<file path="src/svp_pkg.sv">
// Shared types, character codes, part codes and error codes for the
// semantic version string parser. No dependencies.
package svp_pkg;

    localparam int COUNT_LIMIT_DEF = 255;

    localparam logic [7:0] CH_DOT   = 8'h2E;
    localparam logic [7:0] CH_DASH  = 8'h2D;
    localparam logic [7:0] CH_PLUS  = 8'h2B;
    localparam logic [7:0] CH_ZERO  = 8'h30;
    localparam logic [7:0] CH_NINE  = 8'h39;
    localparam logic [7:0] CH_UP_A  = 8'h41;
    localparam logic [7:0] CH_UP_Z  = 8'h5A;
    localparam logic [7:0] CH_LO_A  = 8'h61;
    localparam logic [7:0] CH_LO_Z  = 8'h7A;

    localparam logic [2:0] PART_MAJOR = 3'd0;
    localparam logic [2:0] PART_MINOR = 3'd1;
    localparam logic [2:0] PART_PATCH = 3'd2;
    localparam logic [2:0] PART_PRE   = 3'd3;
    localparam logic [2:0] PART_BUILD = 3'd4;

    localparam logic [2:0] ERR_NONE       = 3'd0;
    localparam logic [2:0] ERR_BAD_CHAR   = 3'd1;
    localparam logic [2:0] ERR_CORE_ZERO  = 3'd2;
    localparam logic [2:0] ERR_EMPTY_ID   = 3'd3;
    localparam logic [2:0] ERR_ID_ZERO    = 3'd4;
    localparam logic [2:0] ERR_CORE_RANGE = 3'd5;

    localparam logic [31:0] CORE_SAT = 32'h8000_0000;

    typedef struct packed {
        logic       dot;
        logic       dash;
        logic       plus;
        logic       digit;
        logic       zero;
        logic       id_ok;
        logic [3:0] digit_val;
    } t_char_class;

    typedef struct packed {
        logic [2:0]        part;
        logic [2:0][31:0]  core;
        logic [2:0]        core_empty;
        logic [1:0]        id_len;
        logic              id_first_zero;
        logic              id_all_digits;
        logic [2:0]        err;
    } t_state;

    localparam t_state STATE_INIT = '{
        part:          PART_MAJOR,
        core:          '0,
        core_empty:    3'b111,
        id_len:        2'd0,
        id_first_zero: 1'b0,
        id_all_digits: 1'b1,
        err:           ERR_NONE
    };

    typedef struct packed {
        logic [2:0]  part;
        logic        is_separator;
        logic [2:0]  error_code;
        logic        done_res;
        logic        valid_res;
        logic [30:0] major;
        logic [30:0] minor;
        logic [30:0] patch;
        logic [7:0]  prerelease_ids;
        logic [7:0]  build_ids;
    } t_result;

endpackage

</file>
<file path="src/svp_classify.sv">
// Byte classifier: separators, digits and identifier characters.
// Depends on svp_pkg.
module svp_classify
    import svp_pkg::*;
(
    input  logic [7:0]  i_ch,
    output t_char_class o_cls
);

    logic [7:0] digit_off;

    assign digit_off = i_ch - CH_ZERO;

    always_comb begin
        o_cls.dot       = (i_ch == CH_DOT);
        o_cls.dash      = (i_ch == CH_DASH);
        o_cls.plus      = (i_ch == CH_PLUS);
        o_cls.digit     = (i_ch >= CH_ZERO) && (i_ch <= CH_NINE);
        o_cls.zero      = (i_ch == CH_ZERO);
        o_cls.id_ok     = o_cls.digit
                        || ((i_ch >= CH_UP_A) && (i_ch <= CH_UP_Z))
                        || ((i_ch >= CH_LO_A) && (i_ch <= CH_LO_Z))
                        || o_cls.dash;
        o_cls.digit_val = digit_off[3:0];
    end

endmodule

</file>
<file path="src/svp_next.sv">
// Next-state and result logic for one byte of the version string.
// Depends on svp_pkg; fed by svp_classify.
module svp_next
    import svp_pkg::*;
#(
    parameter int COUNT_LIMIT = COUNT_LIMIT_DEF,
    localparam int CW = $clog2(COUNT_LIMIT + 1)
) (
    input  t_state      i_state,
    input  logic [CW-1:0] i_pre_cnt,
    input  logic [CW-1:0] i_bld_cnt,
    input  t_char_class i_cls,
    input  logic        i_last,
    output t_state      o_state,
    output logic [CW-1:0] o_pre_cnt,
    output logic [CW-1:0] o_bld_cnt,
    output t_result     o_res
);

    localparam logic [CW-1:0] LIMIT = CW'(COUNT_LIMIT);

    always_comb begin
        t_state          n;
        logic [CW-1:0]   pc;
        logic [CW-1:0]   bc;
        logic            sep;
        logic            do_close;
        logic            close_pre;
        logic            take_core;
        logic            take_id;
        logic [1:0]      idx;
        logic [31:0]     cv;
        logic [35:0]     prod;
        logic [2:0]      part_out;
        logic            valid;
        logic [CW+7:0]   pc_ext;
        logic [CW+7:0]   bc_ext;

        n         = i_state;
        pc        = i_pre_cnt;
        bc        = i_bld_cnt;
        sep       = 1'b0;
        do_close  = 1'b0;
        close_pre = 1'b0;
        take_core = 1'b0;
        take_id   = 1'b0;
        idx       = i_state.part[1:0];
        cv        = i_state.core[idx];
        prod      = ({4'd0, cv} << 3) + ({4'd0, cv} << 1) + {32'd0, i_cls.digit_val};

        unique case (i_state.part) inside
            PART_MAJOR, PART_MINOR: begin
                if (i_cls.dot) begin
                    n.part = i_state.part + 3'd1;
                    sep    = 1'b1;
                end else begin
                    take_core = 1'b1;
                end
            end
            PART_PATCH: begin
                if (i_cls.dash) begin
                    n.part = PART_PRE;
                    sep    = 1'b1;
                end else if (i_cls.plus) begin
                    n.part = PART_BUILD;
                    sep    = 1'b1;
                end else begin
                    take_core = 1'b1;
                end
            end
            PART_PRE: begin
                if (i_cls.dot) begin
                    do_close  = 1'b1;
                    close_pre = 1'b1;
                    sep       = 1'b1;
                end else if (i_cls.plus) begin
                    do_close  = 1'b1;
                    close_pre = 1'b1;
                    n.part    = PART_BUILD;
                    sep       = 1'b1;
                end else begin
                    take_id = 1'b1;
                end
            end
            default: begin
                if (i_cls.dot) begin
                    do_close = 1'b1;
                    sep      = 1'b1;
                end else begin
                    take_id = 1'b1;
                end
            end
        endcase

        if (take_core) begin
            if (!i_cls.digit) begin
                if (n.err == ERR_NONE) n.err = ERR_BAD_CHAR;
            end else if (!i_state.core_empty[idx] && (cv == 32'd0)) begin
                if (n.err == ERR_NONE) n.err = ERR_CORE_ZERO;
            end else begin
                n.core[idx]       = (prod > {4'd0, CORE_SAT}) ? CORE_SAT : prod[31:0];
                n.core_empty[idx] = 1'b0;
            end
        end

        if (take_id) begin
            if (!i_cls.id_ok) begin
                if (n.err == ERR_NONE) n.err = ERR_BAD_CHAR;
            end else begin
                if (n.id_len == 2'd0) n.id_first_zero = i_cls.zero;
                if (!i_cls.digit) n.id_all_digits = 1'b0;
                if (n.id_len < 2'd2) n.id_len = n.id_len + 2'd1;
            end
        end

        if (do_close) begin
            if (n.id_len == 2'd0) begin
                if (n.err == ERR_NONE) n.err = ERR_EMPTY_ID;
            end else if (close_pre && n.id_all_digits && n.id_first_zero
                         && (n.id_len >= 2'd2)) begin
                if (n.err == ERR_NONE) n.err = ERR_ID_ZERO;
            end else if (close_pre) begin
                pc = (pc >= LIMIT) ? LIMIT : pc + CW'(1);
            end else begin
                bc = (bc >= LIMIT) ? LIMIT : bc + CW'(1);
            end
            n.id_len        = 2'd0;
            n.id_first_zero = 1'b0;
            n.id_all_digits = 1'b1;
        end

        part_out = n.part;

        if (i_last && ((n.part == PART_PRE) || (n.part == PART_BUILD))) begin
            if (n.id_len == 2'd0) begin
                if (n.err == ERR_NONE) n.err = ERR_EMPTY_ID;
            end else if ((n.part == PART_PRE) && n.id_all_digits && n.id_first_zero
                         && (n.id_len >= 2'd2)) begin
                if (n.err == ERR_NONE) n.err = ERR_ID_ZERO;
            end else if (n.part == PART_PRE) begin
                pc = (pc >= LIMIT) ? LIMIT : pc + CW'(1);
            end else begin
                bc = (bc >= LIMIT) ? LIMIT : bc + CW'(1);
            end
        end

        if (i_last) begin
            for (int i = 0; i < 3; i++) begin
                if (n.core_empty[i] || n.core[i][31]) begin
                    if (n.err == ERR_NONE) n.err = ERR_CORE_RANGE;
                end
            end
        end

        valid  = i_last && (n.err == ERR_NONE);
        pc_ext = {8'd0, pc};
        bc_ext = {8'd0, bc};

        o_res.part           = part_out;
        o_res.is_separator   = sep;
        o_res.error_code     = n.err;
        o_res.done_res       = i_last;
        o_res.valid_res      = valid;
        o_res.major          = valid ? n.core[0][30:0] : 31'd0;
        o_res.minor          = valid ? n.core[1][30:0] : 31'd0;
        o_res.patch          = valid ? n.core[2][30:0] : 31'd0;
        o_res.prerelease_ids = valid ? pc_ext[7:0] : 8'd0;
        o_res.build_ids      = valid ? bc_ext[7:0] : 8'd0;

        if (i_last) begin
            o_state   = STATE_INIT;
            o_pre_cnt = '0;
            o_bld_cnt = '0;
        end else begin
            o_state   = n;
            o_pre_cnt = pc;
            o_bld_cnt = bc;
        end
    end

endmodule

</file>
<file path="src/semantic_version_string_parser.sv">
// Semantic version string parser, one byte per beat, one result beat per byte.
// A byte waits in the input stage and its result is registered in r_res.
// Throughput: one byte per cycle unless i_ready stalls the output; the parse
// state feeds back through one step. Reset (synchronous, active low) empties
// both stages; it and a last byte return the parse state to the major number.
module semantic_version_string_parser
    import svp_pkg::*;
#(
    parameter int COUNT_LIMIT = COUNT_LIMIT_DEF,
    localparam int CW = $clog2(COUNT_LIMIT + 1)
) (
    input  logic        i_clk,
    input  logic        i_rst_n,
    input  logic        i_valid,
    output logic        o_ready,
    input  logic [7:0]  i_ch,
    input  logic        i_last,
    output logic        o_valid,
    input  logic        i_ready,
    output logic [2:0]  o_part,
    output logic        o_is_separator,
    output logic [2:0]  o_error_code,
    output logic        o_done_res,
    output logic        o_valid_res,
    output logic [30:0] o_major,
    output logic [30:0] o_minor,
    output logic [30:0] o_patch,
    output logic [7:0]  o_prerelease_ids,
    output logic [7:0]  o_build_ids
);

    logic          r_in_valid;
    logic [7:0]    r_ch;
    logic          r_last;
    logic          r_out_valid;
    t_result       r_res;
    t_state        r_state;
    logic [CW-1:0] r_pre_cnt;
    logic [CW-1:0] r_bld_cnt;

    t_char_class   cls;
    t_state        n_state;
    logic [CW-1:0] n_pre_cnt;
    logic [CW-1:0] n_bld_cnt;
    t_result       n_res;
    logic          adv;

    assign adv     = r_in_valid && (!r_out_valid || i_ready);
    assign o_ready = !r_in_valid || adv;

    svp_classify u_classify (
        .i_ch  (r_ch),
        .o_cls (cls)
    );

    svp_next #(
        .COUNT_LIMIT (COUNT_LIMIT)
    ) u_next (
        .i_state   (r_state),
        .i_pre_cnt (r_pre_cnt),
        .i_bld_cnt (r_bld_cnt),
        .i_cls     (cls),
        .i_last    (r_last),
        .o_state   (n_state),
        .o_pre_cnt (n_pre_cnt),
        .o_bld_cnt (n_bld_cnt),
        .o_res     (n_res)
    );

    always_ff @(posedge i_clk) begin
        if (!i_rst_n) begin
            r_in_valid  <= 1'b0;
            r_out_valid <= 1'b0;
            r_state     <= STATE_INIT;
            r_pre_cnt   <= '0;
            r_bld_cnt   <= '0;
        end else begin
            if (o_ready) begin
                r_in_valid <= i_valid;
            end
            if (adv) begin
                r_out_valid <= 1'b1;
                r_state     <= n_state;
                r_pre_cnt   <= n_pre_cnt;
                r_bld_cnt   <= n_bld_cnt;
            end else if (i_ready) begin
                r_out_valid <= 1'b0;
            end
        end
    end

    always_ff @(posedge i_clk) begin
        if (o_ready && i_valid) begin
            r_ch   <= i_ch;
            r_last <= i_last;
        end
        if (adv) begin
            r_res <= n_res;
        end
    end

    assign o_valid          = r_out_valid;
    assign o_part           = r_res.part;
    assign o_is_separator   = r_res.is_separator;
    assign o_error_code     = r_res.error_code;
    assign o_done_res       = r_res.done_res;
    assign o_valid_res      = r_res.valid_res;
    assign o_major          = r_res.major;
    assign o_minor          = r_res.minor;
    assign o_patch          = r_res.patch;
    assign o_prerelease_ids = r_res.prerelease_ids;
    assign o_build_ids      = r_res.build_ids;

`ifndef SYNTHESIS
    a_last_clears: assert property (@(posedge i_clk) disable iff (!i_rst_n)
        adv && r_last |=> (r_state.part == PART_MAJOR) && (r_state.err == ERR_NONE)
            && (r_state.core_empty == 3'b111) && (r_pre_cnt == '0) && (r_bld_cnt == '0))
        else $error("parse state not cleared after last byte");

    a_valid_implies_done: assert property (@(posedge i_clk) disable iff (!i_rst_n)
        o_valid && o_valid_res |-> o_done_res && (o_error_code == ERR_NONE))
        else $error("valid result without done or with error");

    a_not_done_zero: assert property (@(posedge i_clk) disable iff (!i_rst_n)
        o_valid && !o_done_res |-> !o_valid_res && (o_major == 31'd0)
            && (o_prerelease_ids == 8'd0) && (o_build_ids == 8'd0))
        else $error("numbers shown on a result that is not done");

    a_input_holds: assert property (@(posedge i_clk) disable iff (!i_rst_n)
        r_in_valid && !adv |=> r_in_valid && $stable(r_ch) && $stable(r_last))
        else $error("input stage lost a stalled byte");
`endif

endmodule

</file>
<file path="config.mk">
export PLATFORM = sky130hd
export DESIGN_NAME = semantic_version_string_parser
export DESIGN_NICKNAME = d
export VERILOG_FILES = /design/src/svp_pkg.sv /design/src/svp_classify.sv /design/src/svp_next.sv /design/src/semantic_version_string_parser.sv
export SDC_FILE = /design/constraint.sdc
export NUM_CORES = 1
export LEC_CHECK = 0
export BUFFER_PORTS_ARGS = -buffer_cell sky130_fd_sc_hd__buf_2
export CAP_MARGIN = 30
export CELL_PAD_IN_SITES_DETAIL_PLACEMENT = 0
export CELL_PAD_IN_SITES_GLOBAL_PLACEMENT = 1
export CORE_MARGIN = 5
export CORE_UTILIZATION = 50
export CTS_CLUSTER_SIZE = 14
export DETAILED_ROUTE_END_ITERATION = 8
export PLACE_DENSITY = 0.89
export SYNTH_ARGS = -nofsm -noshare
export SYNTH_HDL_FRONTEND = slang
export SYNTH_SLANG_ARGS = --single-unit
</file>
<file path="constraint.sdc">
create_clock -name i_clk -period 14.52 [get_ports i_clk]
set_clock_uncertainty 0.2 [all_clocks]
set_input_delay 2.178 -clock i_clk [delete_from_list [all_inputs] [get_ports i_clk]]
set_output_delay 2.178 -clock i_clk [all_outputs]
set_load 0.005 [all_outputs]
</file>
==> results of run 1 <==
-- cells by family after synthesis --
group	after synthesis
simple gates	665
flops	254
mux	49
buf+inv	135
xor+xnor	26
compound gates	480
fa+ha+maj	76
-- synth_stat cells (6+ instances only) --
cell type | count | area share
mux2i_1 | 45 | 0.030
and3_1 | 8 | 0.0034
or3_1 | 10 | 0.0042
a21boi_0 | 10 | 0.0051
clkbuf_1 | 77 | 0.020
nor2_1 | 62 | 0.016
inv_1 | 26 | 0.0066
o21ai_0 | 87 | 0.029
ha_1 | 74 | 0.063
o21ai_1 | 11 | 0.0037
nor3b_1 | 6 | 0.0030
nor2b_1 | 18 | 0.0076
nand3_1 | 58 | 0.020
o31ai_1 | 52 | 0.026
a22oi_1 | 7 | 0.0036
nand2b_1 | 14 | 0.0059
buf_2 | 15 | 0.0051
a21oi_1 | 156 | 0.053
edfxtp_1 | 127 | 0.26
dfxtp_1 | 127 | 0.17
a21o_1 | 14 | 0.0071
nor4_1 | 16 | 0.0068
a31oi_1 | 18 | 0.0076
a211oi_1 | 12 | 0.0061
nor3_1 | 28 | 0.0095
o2bb2ai_1 | 30 | 0.018
buf_6 | 11 | 0.0084
o2111ai_1 | 7 | 0.0041
o211ai_1 | 7 | 0.0036
nand2_1 | 373 | 0.095
nand4_1 | 17 | 0.0072
and2_1 | 24 | 0.010
xor2_1 | 14 | 0.0083
a22o_1 | 7 | 0.0041
o21a_1 | 11 | 0.0056
xnor2_1 | 12 | 0.0071
-- metrics by stage --
step | instances | instance area, sq um | util | setup WS (ps) | hold slack [ps]
final | 2174 | 16610 | 0.5650 | 7565 | 268.9
after global routing | 2174 | 16610 | 0.5650 | 7175 | 285.8
after CTS | 2172 | 16560 | 0.5631 | 7712 | 267.8
after detailed placement | 2120 | 15630 | 0.5314 | 7771 | 253.6
after global placement | 2118 | 15620 | 0.5311 | 7785 | 249.5
after floorplan | 1685 | 14780 | - | 7612 | 224.4
-- final cells by class --
cell class                      instances  area (sq um)  area share
Timing Repair Buffer                  154         859.6     0.05174
Inverter                               28         107.6    0.006477
Clock inverter                         19         138.9    0.008360
Sequential cell                       254          6357      0.3827
Tap cell                              390         488.0     0.02937
Clock buffer                           33         793.3     0.04775
Multi-Input combinational cell       1296          7868      0.4736
-- worst max-delay path, delay by kind of cell, from the launching register on --
kind | cells | cell delay [ps]
DFF | 1 | 310
buffers and inverters | 3 | 1590
AOI/OAI and AO/OA | 9 | 2940
adders and majority gates | 2 | 840
and+or+nand+nor | 3 | 710
-- power breakdown --
part | switching [uW] | internal, uW
combinational | 38.3 | 17.3
clock | 303 | 409
sequential | 8.38 | 767
total | 349 | 1190
-- placed cells by master (no fill, tap or decap), drive strengths merged, types with 5 or more instances in the layout --
master | Yosys | final
or3 | 10 | 10
a21oi | 157 | 157
and3 | 8 | 8
o21a | 11 | 11
or2 | 6 | 6
nor2b | 18 | 18
a22o | 7 | 7
clkinv | 1 | 13
nand3 | 58 | 58
mux2i | 45 | 45
xnor2 | 12 | 12
a31oi | 18 | 18
nand2b | 14 | 14
o211ai | 7 | 7
clkbuf | 77 | 33
ha | 74 | 74
inv | 27 | 29
nand2 | 374 | 374
dfxtp | 127 | 127
a211oi | 13 | 13
nor2 | 62 | 62
buf | 30 | 154
edfxtp | 127 | 127
a211o | 5 | 5
o21ai | 98 | 98
a21boi | 10 | 10
nor3 | 29 | 29
o31ai | 52 | 52
o2111ai | 7 | 7
nor3b | 6 | 6
o2bb2ai | 30 | 30
and2 | 24 | 24
nand4 | 17 | 17
a22oi | 7 | 7
nor4 | 17 | 17
a21o | 14 | 14
xor2 | 14 | 14
-- path summary, 6_finish.rpt --
| kind | cells past startpoint | slack (ps) | end | start |
|---|---|---|---|---|
| setup / recovery | 17 | 7560 | o_patch[5]$_SDFFCE_PN0P_ | r_state[106]$_SDFFE_PN0P_ |
| hold / removal | 2 | 270 | r_state[81]$_SDFFE_PN0P_ | r_state[81]$_SDFFE_PN0P_ |
| setup reg to reg | 17 | 7560 | o_patch[5]$_SDFFCE_PN0P_ | r_state[106]$_SDFFE_PN0P_ |
| hold reg to reg | 2 | 270 | r_state[81]$_SDFFE_PN0P_ | r_state[81]$_SDFFE_PN0P_ |
-- sequential cells by signal, indices dropped and copies added, names as in the netlist, 3 cells and up --
signal            cells
r_state             109
o_major              31
o_minor              31
o_patch              31
o_build_ids           8
o_prerelease_ids      8
r_bld_cnt             8
r_ch                  8
r_pre_cnt             8
o_error_code          3
o_part                3
-- routing by layer --
layer / up-vias / wire length (um) / global-route usage
li1: 6325 / - / -
met3: 89 / 3244 / 0.03566
met2: 567 / 21130 / 0.4390
met5: - / 0 / 0
met1: 6363 / 19230 / 0.3543
met4: 0 / 1449 / 0.08406
==> flow_summary.toml, run 1 <==
[power]
p_leak_uw = 0.005730
vdd.ir_drop.worst_mv = 0.08054
power_density_nw_per_um2 = 92.91
power_uw = 1544

[grt]
grt_pass1_vias = 12790
grt_use_total = 0.2627
grt_max_degree = 78
grt_pass1_wl_um = 70790
antenna_found_initial = 0
grt-ovfl-total = 0

[setup_path]
crit_type = "reg2reg"
critical_path.cell_chain = "buf_4 > nor2b_2 > buf_4 > o2bb2ai_1 > fa_1 > ha_1 > a211oi_1 > o211ai_1 > a31oi_1 > nor4_2 > o21ai_1 > a21oi_1 > o21bai_1 > or3_1 > a2111o_2 > buf_4 > a21oi_1"
cp.required_ps = 14570
crit_path_start_kind = "flip-flop"
crit_slowest_cell = "buf_4"
cpPeakStageDelay_ps = 780
setup.worst_path.end_class = "flip-flop"
cp_common_cell = "buf_4"
critPathMaxFanout = 76
worst_ep_arrival_time_ps = 7010

[yosys]
synth_seq_cells = 254
synth_compound_area_frac = 0.2084
yosysSeqAreaShare = 0.4300
async_reset_ff_frac = 0
netlist_area_sq_um = 14780
yosysUniqueCellTypes = 83
synthXorXnorAreaFrac = 0.01541
synthSimpleGateAreaFrac = 0.2056
synth_edf_count = 127
syn_area_per_cell_sq_um = 8.772
synthFlopType = "edfxtp_1"
synth_nets = 1774
synth_warnings = 0
synth_mux_area_frac = 0.03352
syn-instance-count = 1685
synth_top_family_by_area = "compound AO/OA/AOI/OAI gates"
synthAdderAreaFrac = 0.06535

[sta]
drv_slew = 0
setup_viol = 0
slew-limit-headroom = 0.2840
grt_setup_unrepaired = "false"
fin_crit_sh = 0.4790
tns_ps = 0
worst_pin_slew_ps = 1070
period_minus_slack_ps = 6955
hold_violations = 0
fmax_mhz = 143.8

[placement]
dp_hpwl_um = 31330
port_buffers = 132
place.gp.congestion = 0.9550

[cts]
ctsResizeCount = 0
numCtsBuffers = 28
clk_pin_slew_worst_paths_ps = 60
cts_tree = "done"
insertion_delay_ps = 550
cts_sinks = 254
root_buffer = "clkbuf_16"
htree_levels = 1
cts_buffer_depth = 3
post-cts-setup-buffers = 0
ctsHoldBuffers = 0

[route]
first_pass_iters = 6
routed-via-count = 13340
avgRoutedWirePerCell_um = 20.72
vias_per_cell = 6.138
routed_wl_um = 45050
drt_iter0_markers = 1317
antenna_left = 0
drc = 0

[outcome]
status = "completed"

[final_layout]
area_growth_pct = 12.39
drive_above_1_share = 0.1300
finalNetCount = 1851
insertedDiodeCount = 0
fillers = 2641

[floorplanning]
rows = 63
die_x_um = 181.9
core_sq_um = 29400
initial_core_util = 0.5027
ios = 133
die-area_sq_um = 33100
dieHeight_um = 181.9

[hold_path]
hp-class = "reg2reg"

[run]
max_cap_violations = 0
Power figures use the tool's default switching activity.
==> inputs of run 2 (changes only) <==
Settings changed: CORE_UTILIZATION 50 to 46, PLACE_DENSITY 0.89 to 0.83.
Clock period 14.52 ns to 7 ns, I/O delays scaled along.
==> flow_summary.toml, run 2 (synthesis results as in run 1) <==
[setup_path]
worst_ep_arrival_time_ps = 6790
cp.required_ps = 7230
setup.worst_path.end_class = "flip-flop"
crit_type = "reg2reg"
critPathMaxFanout = 66
crit_path_start_kind = "flip-flop"

[cts]
clk_pin_slew_worst_paths_ps = 60
ctsResizeCount = 0
cts_buffer_depth = 3
numCtsBuffers = 29
htree_levels = 1
insertion_delay_ps = 550
post-cts-setup-buffers = 0
ctsHoldBuffers = 0
cts_sinks = 254
root_buffer = "clkbuf_16"
cts_tree = "done"

[grt]
grt_use_total = 0.2498
grt-ovfl-total = 0
antenna_found_initial = 0
grt_pass1_vias = 12830
grt_max_degree = 68
grt_pass1_wl_um = 72650

[power]
vdd.ir_drop.worst_mv = 0.1575
power_density_nw_per_um2 = 189.8
power_uw = 3189
p_leak_uw = 0.005820

[final_layout]
insertedDiodeCount = 0
area_growth_pct = 13.71
regMostFlops = "r_state"
finalNetCount = 1865
largest_register_ffs = 109
final_cell_mix = "nand2_1 (373), a21oi_1 (156), buf_2 (133)"
final_cell_area_sq_um = 16810
layout_commonest_cell = "nand2_1"
drive_above_1_share = 0.1324

[placement]
port_buffers = 132
pre_cts_ws_ps = 681.4
dp_hpwl_um = 33020
placed_cell_area_sq_um = 15890
place.gp.congestion = 0.9429

[route]
antenna_left = 0
drt_iter0_markers = 1167
routed-via-count = 13280
avgRoutedWirePerCell_um = 20.97
vias_per_cell = 6.035
routed_wl_um = 46140
first_pass_iters = 7
drc = 0

[floorplanning]
core_sq_um = 31640
ios = 133
rows = 65
dieHeight_um = 189.3
die_x_um = 189.3
initial_core_util = 0.4672
die-area_sq_um = 35820

[sta]
hold_violations = 0
slew-limit-headroom = 0.3557
fmax_mhz = 152.5
setup_viol = 0
layout_setup_ws_ps = 442.4
grt_setup_unrepaired = "false"
drv_slew = 0
period_minus_slack_ps = 6558
tns_ps = 0
worst_pin_slew_ps = 964.1
holdWs_ps = 260.5
fin_crit_sh = 0.9368

[hold_path]
hp-class = "reg2reg"

[run]
max_cap_violations = 0

[outcome]
status = "completed"
-- run 2: worst paths after layout --
| path | startpoint | end | slack (ps) | cells after the start |
|---|---|---|---|---|
| setup reg to reg | r_state[107]$_SDFFE_PN0P_ | r_state[77]$_SDFFE_PN0P_ | 440 | 16 |
| setup / recovery | r_state[107]$_SDFFE_PN0P_ | r_state[77]$_SDFFE_PN0P_ | 440 | 16 |
| hold / removal | r_state[95]$_SDFFE_PN0P_ | r_state[95]$_SDFFE_PN0P_ | 260 | 2 |
| hold reg to reg | r_state[95]$_SDFFE_PN0P_ | r_state[95]$_SDFFE_PN0P_ | 260 | 2 |
-- run 2: worst max-delay path: stages (launching register included) --
cell and delay [ps]:
dfxtp_2 670, buf_4 380, mux2i_1 150, o2bb2ai_1 340, fa_1 510, ha_1 330, a211oi_1 390, o211ai_1 220
a21oi_1 460, or2_2 260, xnor2_1 140, a2111oi_0 590, o2111ai_1 270, nor4b_1 700, a31oi_4 170, buf_12 210
o41ai_1 360
-- run 2: per-stage QoR --
stage | util | std cells
final | 0.5313 | 2200
after global routing | 0.5313 | 2200
after global placement | 0.4961 | 2135
after detailed placement | 0.5021 | 2145
after floorplan | - | 1685
after CTS | 0.5306 | 2198
-- run 2: report_power, final --
part           switching [uW]  leakage (uW)  total [uW]  internal (uW)
clock network             618      0.000442        1450            834
logic                    84.7       0.00319         129           44.2
registers                17.0       0.00219        1610           1590
total                     719       0.00582        3190           2470
-- run 2: final cells by class --
class | count | area, sq um
Timing Repair Buffer | 167 | 1072
Tap cell | 402 | 503.0
Multi-Input combinational cell | 1296 | 7868
Sequential cell | 254 | 6357
Clock buffer | 35 | 748.2
Clock inverter | 18 | 151.4
Inverter | 28 | 107.6
Fill cell | 2944 | 14830
-- run 2: routing by layer --
layer / up-vias / GRT usage / share of wire
li1: 6375 / - / -
met1: 6378 / 0.3469 / 0.44
met2: 455 / 0.4188 / 0.47
met3: 69 / 0.03079 / 0.066
met4: 0 / 0.06066 / 0.023
met5: - / 0 / 0
==> inputs of run 3 (changes only) <==
Settings changed: REMOVE_ABC_BUFFERS from default to 1.
==> flow_summary.toml, run 3 (synthesis results as in run 1) <==
[outcome]
status = "completed"

[grt]
grt_pass1_vias = 12800
grt_pass1_wl_um = 71750
antenna_found_initial = 0
grt_use_total = 0.2473
grt-ovfl-total = 0
grt_max_degree = 68

[cts]
cts_buffer_depth = 3
cts_sinks = 254
root_buffer = "clkbuf_16"
post-cts-setup-buffers = 0
htree_levels = 1
cts_tree = "done"
ctsResizeCount = 0
numCtsBuffers = 28
clk_pin_slew_worst_paths_ps = 60
ctsHoldBuffers = 0
insertion_delay_ps = 560

[route]
dr_wl_met3_um = 3193
antenna_left = 0
drc = 0
drt_iter0_markers = 1095
routed_wl_um = 45630
wl_met2_um = 20790
dr.max_layer_used = "met4"
wl_met1_um = 20400
vias_per_cell = 6.054
routed-via-count = 13280
first_pass_iters = 8
avgRoutedWirePerCell_um = 20.80

[hold_path]
hp-class = "reg2reg"
hold_path_depth = 2
worstHoldStart = "r_state[79]$_SDFFE_PN0P_"
hold_end = "r_state[79]$_SDFFE_PN0P_"

[sta]
drv_slew = 0
fin_crit_sh = 0.9129
period_minus_slack_ps = 6390
grt_setup_unrepaired = "false"
fmax_mhz = 156.5
worst_pin_slew_ps = 1056
setup_viol = 0
layout_setup_ws_ps = 610.0
slew-limit-headroom = 0.2941
hold_violations = 0

[final_layout]
stdcell_count = 2194
insertedDiodeCount = 0
regMostFlops = "r_state"
largest_register_ffs = 109
final_cell_mix = "nand2_1 (373), a21oi_1 (156), buf_2 (132)"
area_growth_pct = 13.02
finalNetCount = 1859
post-route-util = 0.5280
layout_commonest_cell = "nand2_1"
drive_above_1_share = 0.1311
fillers = 2994

[setup_path]
setup.worst_path.end_class = "flip-flop"
crit_type = "reg2reg"
cpPeakStageDelay_ps = 860
r2r_start = "r_state[107]$_SDFFE_PN0P_"
crit_path_start_kind = "flip-flop"
critPathMaxFanout = 67
critical_path.cell_chain = "buf_4 > mux2i_1 > nor2_1 > a21oi_1 > inv_1 > ha_1 > ha_1 > nand2_2 > or3_1 > or2_1 > nor4_2 > o21ai_1 > a21oi_1 > o21bai_1 > or3_1 > a2111o_2 > buf_12 > a311oi_1"
cp.required_ps = 7170
rr_worst_depth = 18
r2r_setup_slack_ps = 610
timing.rr.end = "o_build_ids[7]$_SDFFCE_PN0P_"
crit_slowest_cell = "a2111o_2"
worst_ep_arrival_time_ps = 6560

[placement]
place.gp.congestion = 1.001
pre_cts_ws_ps = 705.0
dp_hpwl_um = 32620
port_buffers = 132
dp.cells = 2141

[floorplanning]
ios = 133
die_x_um = 189.3
rows = 65
dieHeight_um = 189.3
core_sq_um = 31640
die-area_sq_um = 35820
initial_core_util = 0.4672

[power]
vdd.ir_drop.worst_mv = 0.1619
power_uw = 3124
power_density_nw_per_um2 = 187.0
p_leak_uw = 0.005782

[run]
max_cap_violations = 0
-- run 3: cell count changes in the layout (fill, tap and decap cells not counted), moves of 2 or more --
cell	change
bufinv_16	-2
buf_16	-2
clkinv_1	-4
clkbuf_8	+2
buf_6	-3
clkinv_4	-4
clkinv_2	+4
-- run 3: metrics by stage --
stage / cell area, sq um / hold WS, ps / setup TNS (ps)
floorplan: 14270 / 231.1 / -168760
global placement: 15690 / 252.2 / 0
global route: 16700 / 288.3 / 0
finish: 16700 / 267.3 / 0
detailed placement: 15820 / 258.2 / 0
CTS: 16680 / 267.8 / 0
-- run 3: critical path, delay by kind of cell, from the launching register on --
| family | cells | cell delay [ps] |
|---|---|---|
| buffers and inverters | 3 | 810 |
| flip-flops | 1 | 350 |
| adder cells (fa/ha/maj) | 2 | 750 |
| AO/OA/AOI/OAI | 6 | 1820 |
| multiplexers | 1 | 250 |
| AND/OR/NAND/NOR | 6 | 1940 |
-- run 3: per-layer routing --
layer	up-vias	track usage
li1	6370	-
met1	6328	0.3474
met2	496	0.4020
met3	88	0.03300
met4	0	0.07179
met5	-	0
-- run 3: worst max-delay path by stage --
stage                                              end                      start  slack [ps]  cells past startpoint
after floorplan               r_state[15]$_SDFFE_PN0P_  r_state[107]$_SDFFE_PN0P_       -1620                     14
after global placement        r_state[16]$_SDFFE_PN0P_  r_state[107]$_SDFFE_PN0P_         800                     16
after detailed placement  o_build_ids[7]$_SDFFCE_PN0P_  r_state[107]$_SDFFE_PN0P_         710                     18
after CTS                 o_build_ids[7]$_SDFFCE_PN0P_  r_state[107]$_SDFFE_PN0P_         650                     18
after global routing      o_build_ids[2]$_SDFFCE_PN0P_  r_state[107]$_SDFFE_PN0P_         210                     18
final                     o_build_ids[7]$_SDFFCE_PN0P_  r_state[107]$_SDFFE_PN0P_         610                     18
-- run 3: cell type report --
type / count / area (sq um) / area share
Clock inverter: 14 / 83.83 / 0.005018
Sequential cell: 254 / 6357 / 0.3806
Multi-Input combinational cell: 1296 / 7868 / 0.4710
Inverter: 28 / 107.6 / 0.006441
Tap cell: 402 / 503.0 / 0.03011
Timing Repair Buffer: 162 / 1006 / 0.06022
Clock buffer: 38 / 779.5 / 0.04666
-- run 3: report_power, final --
part	switching, uW	total [uW]	internal, uW
clock	610	1390	781
sequential	16.7	1610	1590
combinational	82.0	123	41.3
total	709	3120	2420
